--- config.mk ---
export PLATFORM = sky130hd
export DESIGN_NAME = lsb_first_bit_packer_top
export DESIGN_NICKNAME = d
export VERILOG_FILES = /design/src/hdl/lbp_pkg.sv /design/src/hdl/lbp_queue.sv /design/src/hdl/lbp_front.sv /design/src/hdl/lbp_back.sv /design/src/hdl/lsb_first_bit_packer_top.sv
export SDC_FILE = /design/constraint.sdc
export NUM_CORES = 1
export LEC_CHECK = 0
export BUFFER_PORTS_ARGS = -buffer_cell sky130_fd_sc_hd__buf_2
export CAP_MARGIN = 40
export CORE_ASPECT_RATIO = 0.7
export CORE_MARGIN = 3
export CORE_UTILIZATION = 30
export DETAILED_ROUTE_END_ITERATION = 7
export PLACE_DENSITY_LB_ADDON = 0.05
export SYNTH_ARGS = -nofsm -noshare
export SYNTH_HDL_FRONTEND = slang
export SYNTH_SLANG_ARGS = --single-unit
export TNS_END_PERCENT = 100
--- constraint.sdc ---
create_clock -name clk_i -period 8.6 [get_ports clk_i]
set_clock_uncertainty 0.2 [all_clocks]
set_input_delay 0 -clock clk_i [delete_from_list [all_inputs] [get_ports clk_i]]
set_output_delay 0 -clock clk_i [all_outputs]
set_load 0.05 [all_outputs]
--- src/hdl/lbp_pkg.sv ---
`default_nettype none
package lbp_pkg;

  // Item kinds carried on the input tuser
  localparam logic [1:0] OP_PUT_BIT  = 2'd0;
  localparam logic [1:0] OP_PUT_BYTE = 2'd1;
  localparam logic [1:0] OP_ALIGN    = 2'd2;

  localparam int unsigned MaxAlignLog2Default = 3;

  // Command queue between front and back
  localparam int unsigned QueueDepth = 2;
  localparam int unsigned QueuePtrW  = (QueueDepth > 1) ? $clog2(QueueDepth) : 1;
  localparam int unsigned QueueCntW  = $clog2(QueueDepth + 1);

  localparam int unsigned InDataW  = 24;
  localparam int unsigned InUserW  = 2;
  localparam int unsigned OutDataW = 8;

  // One queued command: an optional lead byte, then a run of pad bytes
  typedef struct packed {
    logic       first_valid;
    logic [7:0] first_byte;
    logic [2:0] pad_count;
    logic [7:0] pad_byte;
  } lbp_cmd_t;

endpackage
`default_nettype wire

--- src/hdl/lbp_queue.sv ---
`default_nettype none
module lbp_queue
  import lbp_pkg::*;
(
  input  wire logic     clk_i,
  input  wire logic     rst_ni,
  input  wire logic     push_i,
  input  wire lbp_cmd_t push_cmd_i,
  output logic          full_o,
  input  wire logic     pop_i,
  output lbp_cmd_t      pop_cmd_o,
  output logic          empty_o
);

  lbp_cmd_t             slot_q [QueueDepth];
  logic [QueuePtrW-1:0] wr_ptr_q, rd_ptr_q;
  logic [QueueCntW-1:0] count_q;
  logic                 do_push, do_pop;

  assign full_o    = (count_q == QueueCntW'(QueueDepth));
  assign empty_o   = (count_q == '0);
  assign do_push   = push_i && !full_o;
  assign do_pop    = pop_i && !empty_o;
  assign pop_cmd_o = slot_q[rd_ptr_q];

  // Storage
  always_ff @(posedge clk_i) begin
    if (do_push) begin
      slot_q[wr_ptr_q] <= push_cmd_i;
    end
  end

  // Pointers and fill count
  always_ff @(posedge clk_i or negedge rst_ni) begin
    if (!rst_ni) begin
      wr_ptr_q <= '0;
      rd_ptr_q <= '0;
      count_q  <= '0;
    end else begin
      if (do_push) begin
        wr_ptr_q <= (wr_ptr_q == QueuePtrW'(QueueDepth - 1)) ? '0 : wr_ptr_q + 1'b1;
      end
      if (do_pop) begin
        rd_ptr_q <= (rd_ptr_q == QueuePtrW'(QueueDepth - 1)) ? '0 : rd_ptr_q + 1'b1;
      end
      if (do_push && !do_pop) begin
        count_q <= count_q + 1'b1;
      end else if (do_pop && !do_push) begin
        count_q <= count_q - 1'b1;
      end
    end
  end

endmodule
`default_nettype wire

--- src/hdl/lbp_front.sv ---
`default_nettype none
module lbp_front
  import lbp_pkg::*;
#(
  parameter int unsigned MAX_ALIGN_LOG2 = MaxAlignLog2Default
) (
  input  wire logic               clk_i,
  input  wire logic               rst_ni,
  input  wire logic               s_axis_tvalid,
  output logic                    s_axis_tready,
  input  wire logic [InDataW-1:0] s_axis_tdata,
  input  wire logic [InUserW-1:0] s_axis_tuser,
  output logic                    push_o,
  output lbp_cmd_t                push_cmd_o,
  input  wire logic               full_i
);

  localparam int unsigned AlignLim = (MAX_ALIGN_LOG2 > 3) ? 3 : MAX_ALIGN_LOG2;

  logic [6:0] partial_q, partial_d;
  logic [2:0] bit_count_q, bit_count_d;
  logic [2:0] offset_q, offset_d;

  logic        accept;
  logic [1:0]  op;
  logic        bit_val;
  logic [7:0]  byte_val;
  logic [1:0]  align_log2;
  logic [7:0]  pad_val;
  logic [7:0]  low_mask;
  logic [6:0]  cur;
  logic [14:0] word;
  logic [1:0]  alog;
  logic [2:0]  align_mask;
  logic [2:0]  off_after_lead;
  logic [2:0]  pads;
  lbp_cmd_t    cmd;

  assign op         = s_axis_tuser;
  assign bit_val    = s_axis_tdata[0];
  assign byte_val   = s_axis_tdata[8:1];
  assign align_log2 = s_axis_tdata[10:9];
  assign pad_val    = s_axis_tdata[18:11];

  assign s_axis_tready = !full_i;
  assign accept        = s_axis_tvalid && !full_i;

  // Classify the request and work out the bytes it causes
  always_comb begin
    low_mask       = 8'((9'd1 << bit_count_q) - 9'd1);
    cur            = partial_q & low_mask[6:0];
    word           = 15'(cur) | (15'(byte_val) << bit_count_q);
    alog           = (align_log2 > 2'(AlignLim)) ? 2'(AlignLim) : align_log2;
    align_mask     = 3'((4'd1 << alog) - 4'd1);
    off_after_lead = offset_q + 3'(bit_count_q != 3'd0);
    pads           = (3'd0 - off_after_lead) & align_mask;

    cmd         = '0;
    cmd.pad_byte = pad_val;
    partial_d   = partial_q;
    bit_count_d = bit_count_q;
    offset_d    = offset_q;

    unique case (op)
      OP_PUT_BIT: begin
        if (bit_count_q == 3'd7) begin
          cmd.first_valid = 1'b1;
          cmd.first_byte  = {bit_val, cur};
          partial_d       = '0;
          bit_count_d     = '0;
          offset_d        = offset_q + 3'd1;
        end else begin
          partial_d   = cur | (7'(bit_val) << bit_count_q);
          bit_count_d = bit_count_q + 3'd1;
        end
      end
      OP_PUT_BYTE: begin
        cmd.first_valid = 1'b1;
        cmd.first_byte  = word[7:0];
        partial_d       = word[14:8];
        offset_d        = offset_q + 3'd1;
      end
      OP_ALIGN: begin
        cmd.first_valid = (bit_count_q != 3'd0);
        cmd.first_byte  = {1'b0, cur} | (pad_val & ~low_mask);
        cmd.pad_count   = pads;
        partial_d       = '0;
        bit_count_d     = '0;
        offset_d        = off_after_lead + pads;
      end
      default: begin
        // unused kind: no bytes, no state change
      end
    endcase
  end

  assign push_o     = accept && (cmd.first_valid || (cmd.pad_count != 3'd0));
  assign push_cmd_o = cmd;

  // Packer state
  always_ff @(posedge clk_i or negedge rst_ni) begin
    if (!rst_ni) begin
      partial_q   <= '0;
      bit_count_q <= '0;
      offset_q    <= '0;
    end else if (accept) begin
      partial_q   <= partial_d;
      bit_count_q <= bit_count_d;
      offset_q    <= offset_d;
    end
  end

endmodule
`default_nettype wire

--- src/hdl/lbp_back.sv ---
`default_nettype none
module lbp_back
  import lbp_pkg::*;
(
  input  wire logic                clk_i,
  input  wire logic                rst_ni,
  input  wire logic                empty_i,
  input  wire lbp_cmd_t            cmd_i,
  output logic                     pop_o,
  output logic                     m_axis_tvalid,
  input  wire logic                m_axis_tready,
  output logic [OutDataW-1:0]      m_axis_tdata,
  output logic                     m_axis_tlast
);

  logic       busy_q;
  logic       lead_q;
  logic [2:0] pads_left_q;
  logic [7:0] lead_byte_q;
  logic [7:0] pad_byte_q;
  logic       out_valid_q;
  logic [7:0] out_byte_q;
  logic       out_last_q;
  logic       out_free;
  logic       is_last;

  assign out_free = !out_valid_q || m_axis_tready;
  assign pop_o    = !busy_q && !empty_i;
  assign is_last  = lead_q ? (pads_left_q == 3'd0) : (pads_left_q == 3'd1);

  assign m_axis_tvalid = out_valid_q;
  assign m_axis_tdata  = out_byte_q;
  assign m_axis_tlast  = out_last_q;

  // Command payload and output byte/last registers
  always_ff @(posedge clk_i) begin
    if (pop_o) begin
      lead_byte_q <= cmd_i.first_byte;
      pad_byte_q  <= cmd_i.pad_byte;
    end
    if (busy_q && out_free) begin
      out_byte_q <= lead_q ? lead_byte_q : pad_byte_q;
      out_last_q <= is_last;
    end
  end

  // Run sequencer and output register
  always_ff @(posedge clk_i or negedge rst_ni) begin
    if (!rst_ni) begin
      busy_q      <= 1'b0;
      lead_q      <= 1'b0;
      pads_left_q <= '0;
      out_valid_q <= 1'b0;
    end else begin
      if (pop_o) begin
        busy_q      <= 1'b1;
        lead_q      <= cmd_i.first_valid;
        pads_left_q <= cmd_i.pad_count;
      end else if (busy_q && out_free) begin
        if (lead_q) begin
          lead_q <= 1'b0;
        end else begin
          pads_left_q <= pads_left_q - 3'd1;
        end
        if (is_last) begin
          busy_q <= 1'b0;
        end
      end
      if (busy_q && out_free) begin
        out_valid_q <= 1'b1;
      end else if (m_axis_tready) begin
        out_valid_q <= 1'b0;
      end
    end
  end

endmodule
`default_nettype wire

--- src/hdl/lsb_first_bit_packer_top.sv ---
`default_nettype none
// Channel    Dir  Signals                 Contents
// s_axis     in   tvalid/tready/tdata/    requests: put bit, put byte, align
//                 tuser
// m_axis     out  tvalid/tready/tdata/    packed bytes, tlast on the final
//                 tlast                   byte of each request
//
// A request is taken while the two-entry command queue has room. Each
// byte-producing request is loaded by the back end, then sends one byte per
// cycle while the output is not stalled (up to eight for an align); the back
// end sets the rate. Requests that produce no byte never enter the queue.
// Reset (rst_ni low) clears packer state, queue and output register.
// Output stalls fill the queue and then drop s_axis_tready.
module lsb_first_bit_packer_top
  import lbp_pkg::*;
#(
  parameter int unsigned MAX_ALIGN_LOG2 = MaxAlignLog2Default
) (
  input  wire logic                clk_i,
  input  wire logic                rst_ni,
  input  wire logic                s_axis_tvalid,
  output logic                     s_axis_tready,
  // bit_value[0], byte_value[8:1], align_log2[10:9], pad_value[18:11], zero above
  input  wire logic [InDataW-1:0]  s_axis_tdata,
  // operation[1:0]
  input  wire logic [InUserW-1:0]  s_axis_tuser,
  output logic                     m_axis_tvalid,
  input  wire logic                m_axis_tready,
  // out_byte[7:0]
  output logic [OutDataW-1:0]      m_axis_tdata,
  output logic                     m_axis_tlast
);

  logic     push, full, pop, empty;
  lbp_cmd_t push_cmd, pop_cmd;

  lbp_front #(
    .MAX_ALIGN_LOG2(MAX_ALIGN_LOG2)
  ) u_front (
    .clk_i         (clk_i),
    .rst_ni        (rst_ni),
    .s_axis_tvalid (s_axis_tvalid),
    .s_axis_tready (s_axis_tready),
    .s_axis_tdata  (s_axis_tdata),
    .s_axis_tuser  (s_axis_tuser),
    .push_o        (push),
    .push_cmd_o    (push_cmd),
    .full_i        (full)
  );

  lbp_queue u_queue (
    .clk_i      (clk_i),
    .rst_ni     (rst_ni),
    .push_i     (push),
    .push_cmd_i (push_cmd),
    .full_o     (full),
    .pop_i      (pop),
    .pop_cmd_o  (pop_cmd),
    .empty_o    (empty)
  );

  lbp_back u_back (
    .clk_i         (clk_i),
    .rst_ni        (rst_ni),
    .empty_i       (empty),
    .cmd_i         (pop_cmd),
    .pop_o         (pop),
    .m_axis_tvalid (m_axis_tvalid),
    .m_axis_tready (m_axis_tready),
    .m_axis_tdata  (m_axis_tdata),
    .m_axis_tlast  (m_axis_tlast)
  );

endmodule
`default_nettype wire
==> results of run 1 <==
[where the power goes]
group | switching (uW) | internal (uW)
Sequential | 78.3 | 615
Combinational | 475 | 317
Clock | 173 | 201
Total | 726 | 1130
[registers in the layout, indices dropped and copies added, names as in the netlist, 3 cells and up]
register             flops
u_back.pads_left_q       3
u_front.bit_count_q      3
u_front.partial_q        7
u_queue.slot_q          40
u_front.offset_q         3
u_back.pad_byte_q        8
u_back.lead_byte_q       8
u_back.m_axis_tdata      8
[cell families after synthesis]
| family | Yosys count | share of synthesized area [%] |
|---|---|---|
| simple gates | 96 | 10.3 |
| mux | 45 | 11.2 |
| flops | 88 | 55.1 |
| compound gates | 82 | 11.9 |
| xor+xnor | 12 | 2.46 |
| buf+inv | 36 | 3.79 |
| fa+ha+maj | 19 | 5.19 |
[metrics by stage]
step | power, uW | std cells
6_report | 1860 | 630
2_1_floorplan | 1280 | 378
3_5_place_dp | 1490 | 598
5_1_grt | 2000 | 630
3_3_place_gp | 1470 | 595
4_1_cts | 1890 | 630
[worst max path at each step]
stage,endpoint,slack (ps),cells past startpoint
2_1_floorplan,u_queue.slot_q[1][0]$_DFFE_PP_,4850,12
3_3_place_gp,u_queue.count_q[1]$_DFFE_PN0P_,4790,13
3_5_place_dp,u_queue.count_q[1]$_DFFE_PN0P_,4810,14
4_1_cts,u_queue.count_q[1]$_DFFE_PN0P_,4790,14
5_1_grt,u_queue.count_q[1]$_DFFE_PN0P_,4530,13
6_report,u_queue.count_q[1]$_DFFE_PN0P_,4840,14
[layer usage]
metal | up-vias | global-route usage, % | part of all wire (%)
met5 | - | 0 | 0
met4 | 0 | 2.90 | 0.36
met3 | 2 | 2.87 | 4.3
met2 | 60 | 21.0 | 43
met1 | 1521 | 20.8 | 52
li1 | 1513 | - | -
[cells in the final DEF, fill, tap and decap left out, types with 3 or more instances in the layout]
| master | n |
|---|---|
| edfxtp_1 | 65 |
| buf_2 | 35 |
| mux2_2 | 31 |
| nor2_1 | 28 |
| o21ai_0 | 26 |
| nand2_1 | 23 |
| dfrtp_1 | 23 |
| ha_1 | 19 |
| a21oi_1 | 17 |
| inv_1 | 16 |
| dlygate4sd3_1 | 16 |
| mux2i_1 | 12 |
| nand3_1 | 11 |
| a31oi_1 | 9 |
| clkbuf_16 | 9 |
| xnor2_1 | 6 |
| nor2b_1 | 6 |
| nor3_1 | 6 |
| o22ai_1 | 6 |
| buf_4 | 6 |
| xor2_1 | 5 |
| nand2b_1 | 3 |
| a211oi_1 | 3 |
| or2_2 | 3 |
| nand3b_1 | 3 |
[cell type report]
| cell class | count | area, um^2 | area share (%) |
|---|---|---|---|
| multi-input combinational | 254 | 1880 | 34.7 |
| timing repair buffer | 59 | 423 | 7.79 |
| clock inverter | 6 | 52.6 | 0.968 |
| inverter | 18 | 67.6 | 1.25 |
| tap | 195 | 244 | 4.50 |
| clock buffer | 10 | 229 | 4.22 |
| sequential | 88 | 2530 | 46.6 |
[what timing repair did]
item	CTS	global route
hold buffers	16	0
endpoints found under the hold margin	54	0
resized for setup	0	0
==> results.ini, run 1 <==
[worst_setup_path]
critPathTopFamily = adder cells
crit_top_cell = ha_1
start_kind = flip-flop
rr_worst_depth = 14
reg2reg_slack_ps = 4840
startpoint = u_front.bit_count_q[0]$_DFFE_PN0P_
cp_max_fo = 15
cp_data_required_time_ps = 8660
path_class = reg -> reg
max_stage_delay_ps = 610
end_kind = flip-flop
worstPathCellList = inv_2, ha_1, nand2b_4, ha_1, ha_1, nor2_1, xnor2_1, nor2_1, o41ai_4, inv_1, ha_1, xor2_1, nor2_1, xor2_1
r2r-start = u_front.bit_count_q[0]$_DFFE_PN0P_
arrival_ps = 3820
rr_endpoint = u_queue.count_q[1]$_DFFE_PN0P_
cp_slowest_cell = dfrtp_1
critPathBufInv = 2

[global_route]
grt_usage_pct = 13.9
overflow = 0
grt_pass1_wl_um = 18000
grt_pass1_vias = 3161
grt_max_degree = 28
antenna_found_initial = 0

[floorplanning]
die_w_um = 154
fp.coreArea_mm2 = 0.0148
initial_core_util_pct = 30.9
die_y_um = 109
die_area_mm2 = 0.0168
ioPinCount = 41
rows = 37

[finish]
drive_gt1_share_pct = 24.1
post-route-util_pct = 36.6
area_growth_pct = 18.4
antenna_cells = 0
fin_area_mm2 = 0.00543
fillCellCount = 1509
nets = 479

[routing]
drt_pass1_iterations = 4
drt_wl_total_um = 11100
drc = 0
final_antenna_net_count = 0
drt-wirelength-per-cell_um = 17.7
vias_per_cell = 4.91
via_count = 3096
first_iter_violations = 166

[yosys]
avgSynthCellArea_um2 = 12.1
synthDistinctLibCells = 57
ys_top_cells_by_count = 65 x edfxtp_1, 31 x mux2_2, 28 x nor2_1
yosysSeqAreaShare_pct = 55.1
syn-num-nets = 427
synth_cells = 378
synth.area.top_cells = edfxtp_1 43%, dfrtp_1 13%, mux2_2 7.6%
netlist_area_mm2 = 0.00458
synth_edf_count = 65
async_flop_share_pct = 26.1
yosys_warnings = 0
synth-seq-cells = 88
synth.top_cell.area_share_pct = 42.6
synth_flop_cell = edfxtp_1
yosysTopAreaCell = edfxtp_1
yosysMostFrequentCell = edfxtp_1

[sta]
final.period_utilization_pct = 43.8
tightest_slew_ps = 750
slew_viol_final = 0
max-slew-margin-rel_pct = 48.7
fin_ws_ps = 4840
hold_viol = 0
period_minus_slack_ps = 3760
fmax_mhz = 266
fin_tns_setup_ps = 0
setup_viol = 0
hold-worst-slack_ps = 2.30
rsz0062_at_grt = false

[placement]
gp_congestion = 0.785
dp_hpwl_um = 8010
dp_slack_ps = 4810
port-buffer-count = 35
placedInstanceArea_mm2 = 0.00498

[clock_tree]
cts_setup_buffers = 0
cts_root_buffer = clkbuf_16
clk_path_buf_depth = 2
clkTransAtPathRegs_ps = 70
cts_buffers = 9
cts_tree = done
clkSinkCount = 88
clock_latency_ps = 330
htreeDepth = 3

[pwr]
leakage_uw = 0.00205
max-vdd-ir-drop_v = 0.000103
power_density_mw_per_mm2 = 343

[status]
status = finished clean

[job]
cap_violations = 0

[min_path]
min_path_type = in -> async

Power figures use the tool's default switching activity.
==> run 2, diff against run 1 <==
--- a/config.mk
+++ b/config.mk
@@ -5,6 +5,7 @@
 export SDC_FILE = /design/constraint.sdc
 export NUM_CORES = 1
 export LEC_CHECK = 0
+export ABC_AREA = 1
 export BUFFER_PORTS_ARGS = -buffer_cell sky130_fd_sc_hd__buf_2
 export CAP_MARGIN = 40
 export CORE_ASPECT_RATIO = 0.7
==> constraint.sdc (replaced) <==
create_clock -name clk_i -period 3.7 [get_ports clk_i]
set_clock_uncertainty 0.2 [all_clocks]
set_input_delay 0 -clock clk_i [delete_from_list [all_inputs] [get_ports clk_i]]
set_output_delay 0 -clock clk_i [all_outputs]
set_load 0.05 [all_outputs]
==> results.ini, run 2 <==
[worst_setup_path]
path_class = reg -> reg  ; unchanged
max_stage_delay_ps = 380  ; was 610 ps
crit_top_cell = ha_1  ; unchanged
cp_data_required_time_ps = 3720  ; was 8660 ps
worstPathCellList = inv_2, ha_1, nand2_2, ha_1, ha_1, nor2_1, nor3_1, nor2_1, nand3_1, nand2_1, inv_1, ha_1, a21oi_1, o21ai_0, xor2_1  ; was inv_2, ha_1, nand2b_4, ha_1, ha_1, nor2_1, xnor2_1, nor2_1, o41ai_4, inv_1, ha_1, xor2_1, nor2_1, xor2_1
cp_max_fo = 18  ; was 15
start_kind = flip-flop  ; unchanged
end_kind = flip-flop  ; unchanged
arrival_ps = 3270  ; was 3820 ps
cp_slowest_cell = dfrtp_1  ; unchanged

[clock_tree]
clkSinkCount = 88  ; unchanged
cts_buffers = 9  ; unchanged
ctsHoldBuffers = 16  ; unchanged
cts_root_buffer = clkbuf_16  ; unchanged
post_cts_resized = 0  ; unchanged
htreeDepth = 3  ; unchanged
clk_path_buf_depth = 2  ; unchanged
cts_setup_buffers = 0  ; unchanged
clkTransAtPathRegs_ps = 70  ; about the same
clock_latency_ps = 340  ; was 330 ps
cts_tree = done  ; unchanged

[status]
status = finished clean  ; unchanged

[routing]
vias_per_cell = 4.71  ; was 4.91
drt-wirelength-per-cell_um = 14.7  ; was 17.7 um
first_iter_violations = 219  ; was 166
via_count = 3513  ; was 3096
drt_pass1_iterations = 5  ; was 4
final_antenna_net_count = 0  ; unchanged
drt_wl_total_um = 11000  ; was 11100 um
drc = 0  ; unchanged

[finish]
layout_common_cells = 170 x nand2_1, 65 x edfxtp_1, 40 x nand3_1  ; was 65 x edfxtp_1, 35 x buf_2, 31 x mux2_2
antenna_cells = 0  ; unchanged
nets = 600  ; was 479
multi_input_area_mm2 = 0.00175  ; was 0.00188 mm^2
register_area_mm2 = 0.00253  ; unchanged
drive_gt1_share_pct = 13.5  ; was 24.1%
area_growth_pct = 19.2  ; was 18.4%
final_cells = 746  ; was 630
largest_register_ffs = 40  ; unchanged
fin_area_mm2 = 0.00539  ; was 0.00543 mm^2
mostFrequentLayoutCell = nand2_1  ; was edfxtp_1
top_register = u_queue.slot_q  ; unchanged
fillCellCount = 1463  ; was 1509

[global_route]
grt_pass1_vias = 3622  ; was 3161
grt_max_degree = 25  ; was 28
grt_pass1_wl_um = 18500  ; was 18000 um
grt_usage_pct = 14.2  ; was 13.9%
overflow = 0  ; unchanged
antenna_found_initial = 0  ; unchanged

[yosys]
yosys_warnings = 0  ; unchanged
yosys.area_share.xor_xnor_pct = 1.55  ; was 2.46%
synth_edf_count = 65  ; unchanged
yosysMostFrequentCell = nand2_1  ; was edfxtp_1
async_flop_share_pct = 26.1  ; unchanged
yosysSeqAreaShare_pct = 55.8  ; was 55.1%
syn-num-nets = 545  ; was 427
synth-seq-cells = 88  ; unchanged
avgSynthCellArea_um2 = 9.12  ; was 12.1 um^2
synthDistinctLibCells = 33  ; was 57
synth_cells = 496  ; was 378
synth.area.top_cells = edfxtp_1 43%, nand2_1 14%, dfrtp_1 13%  ; was edfxtp_1 43%, dfrtp_1 13%, mux2_2 7.6%
ys_top_cells_by_count = 170 x nand2_1, 65 x edfxtp_1, 40 x nand3_1  ; was 65 x edfxtp_1, 31 x mux2_2, 28 x nor2_1
synth_flop_cell = edfxtp_1  ; unchanged
synth.top_cell.area_share_pct = 43.1  ; was 42.6%
synth_top_family_by_area = simple AND/OR/NAND/NOR gates  ; was compound AO/OA/AOI/OAI gates
synth-adder-area-share_pct = 5.25  ; was 5.19%
netlist_area_mm2 = 0.00453  ; was 0.00458 mm^2
synth_compound_area_share_pct = 7.49  ; was 11.9%
yosysTopAreaCell = edfxtp_1  ; unchanged
synthMuxAreaShare_pct = 0  ; was 11.2%
synthSimpleGateAreaFrac_pct = 24.3  ; was 10.3%

[sta]
setup_viol = 0  ; unchanged
fmax_mhz = 307  ; was 266 MHz
max-slew-margin-rel_pct = 51.5  ; was 48.7%
tightest_slew_ps = 725  ; was 750 ps
fin_ws_ps = 442  ; was 4840 ps
hold_viol = 0  ; unchanged
period_minus_slack_ps = 3260  ; was 3760 ps
fin_tns_setup_ps = 0  ; unchanged
final.period_utilization_pct = 88.1  ; was 43.8%
slew_viol_final = 0  ; unchanged
rsz0062_at_grt = false  ; unchanged

[floorplanning]
fp.coreArea_mm2 = 0.0143  ; was 0.0148 mm^2
die_y_um = 109  ; about the same
rows = 36  ; was 37
die_area_mm2 = 0.0166  ; was 0.0168 mm^2
die_w_um = 153  ; was 154 um
initial_core_util_pct = 31.6  ; was 30.9%
ioPinCount = 41  ; unchanged

[pwr]
max-vdd-ir-drop_v = 0.000228  ; was 0.000103 V
leakage_uw = 0.00237  ; was 0.00205 uW
total_power_uw = 4460  ; was 1860 uW
power_density_mw_per_mm2 = 826  ; was 343 mW/mm^2

[placement]
dp_hpwl_um = 8090  ; was 8010 um
gp_congestion = 0.852  ; was 0.785
place_inst = 714  ; was 598
dp_slack_ps = 454  ; was 4810 ps
port-buffer-count = 35  ; unchanged
placedInstanceArea_mm2 = 0.00492  ; was 0.00498 mm^2

[min_path]
min_path_type = in -> async  ; unchanged

[job]
cap_violations = 0  ; unchanged

-- run 2: through the flow --
step | hold WS (ps) | util, %
finish | 9.45 | 37.6
global route | 71.6 | 37.6
CTS | 4.87 | 37.6
detailed placement | -143 | 34.4
global placement | -150 | 34.4
floorplan | -496 | -
-- run 2: path summary, 6_finish.rpt --
path | start | end | slack [ps] | cells past startpoint
setup / recovery | u_front.bit_count_q[1]$_DFFE_PN0P_ | u_queue.count_q[1]$_DFFE_PN0P_ | 440 | 15
hold / removal | rst_ni | u_queue.count_q[1]$_DFFE_PN0P_ | 9 | 2
setup reg to reg | u_front.bit_count_q[1]$_DFFE_PN0P_ | u_queue.count_q[1]$_DFFE_PN0P_ | 440 | 15
hold reg to reg | u_queue.wr_ptr_q$_DFFE_PN0P_ | u_queue.wr_ptr_q$_DFFE_PN0P_ | 280 | 2
max in group asynchronous | rst_ni | u_front.partial_q[2]$_DFFE_PN0P_ | 2890 | 2
min in group clk_i | s_axis_tdata[6] | u_front.partial_q[3]$_DFFE_PN0P_ | 30 | 7
-- run 2: kinds of logic after synthesis --
group | count (synthesis)
compound gates | 56
xor+xnor | 8
fa+ha+maj | 19
buf+inv | 61
flops | 88
simple gates | 264
-- run 2: final cells by class --
class | count | area share (%)
well taps | 190 | 4.41
multi-input cells | 347 | 32.4
clock buffers | 9 | 4.18
repair buffers | 60 | 7.47
flip-flops and latches | 88 | 46.9
inverters | 45 | 3.13
clock inverters | 7 | 1.58
-- run 2: where the power goes --
part           leakage (uW)  internal, uW  switching, uW
clock              0.000146           537            399
combinational       0.00133           575           1300
sequential         0.000886          1470            174
total               0.00237          2580           1870
-- run 2: layer usage --
metal / global-route usage, % / wire length [um] / vias to the layer above
met4: 3.56 / 87 / 0
met2: 22.2 / 4840 / 67
met5: 0 / 0 / -
li1: - / - / 1766
met1: 20.2 / 5620 / 1673
met3: 2.98 / 420 / 7
-- run 2: critical path, delay by kind of cell, from the launching register on --
| family | cells | cell delay [ps] |
|---|---|---|
| AO/OA/AOI/OAI | 2 | 230 |
| buffers and inverters | 2 | 310 |
| AND/OR/NAND/NOR | 6 | 780 |
| XOR/XNOR | 1 | 150 |
| flip-flops | 1 | 380 |
| adder cells (fa/ha/maj) | 4 | 1060 |
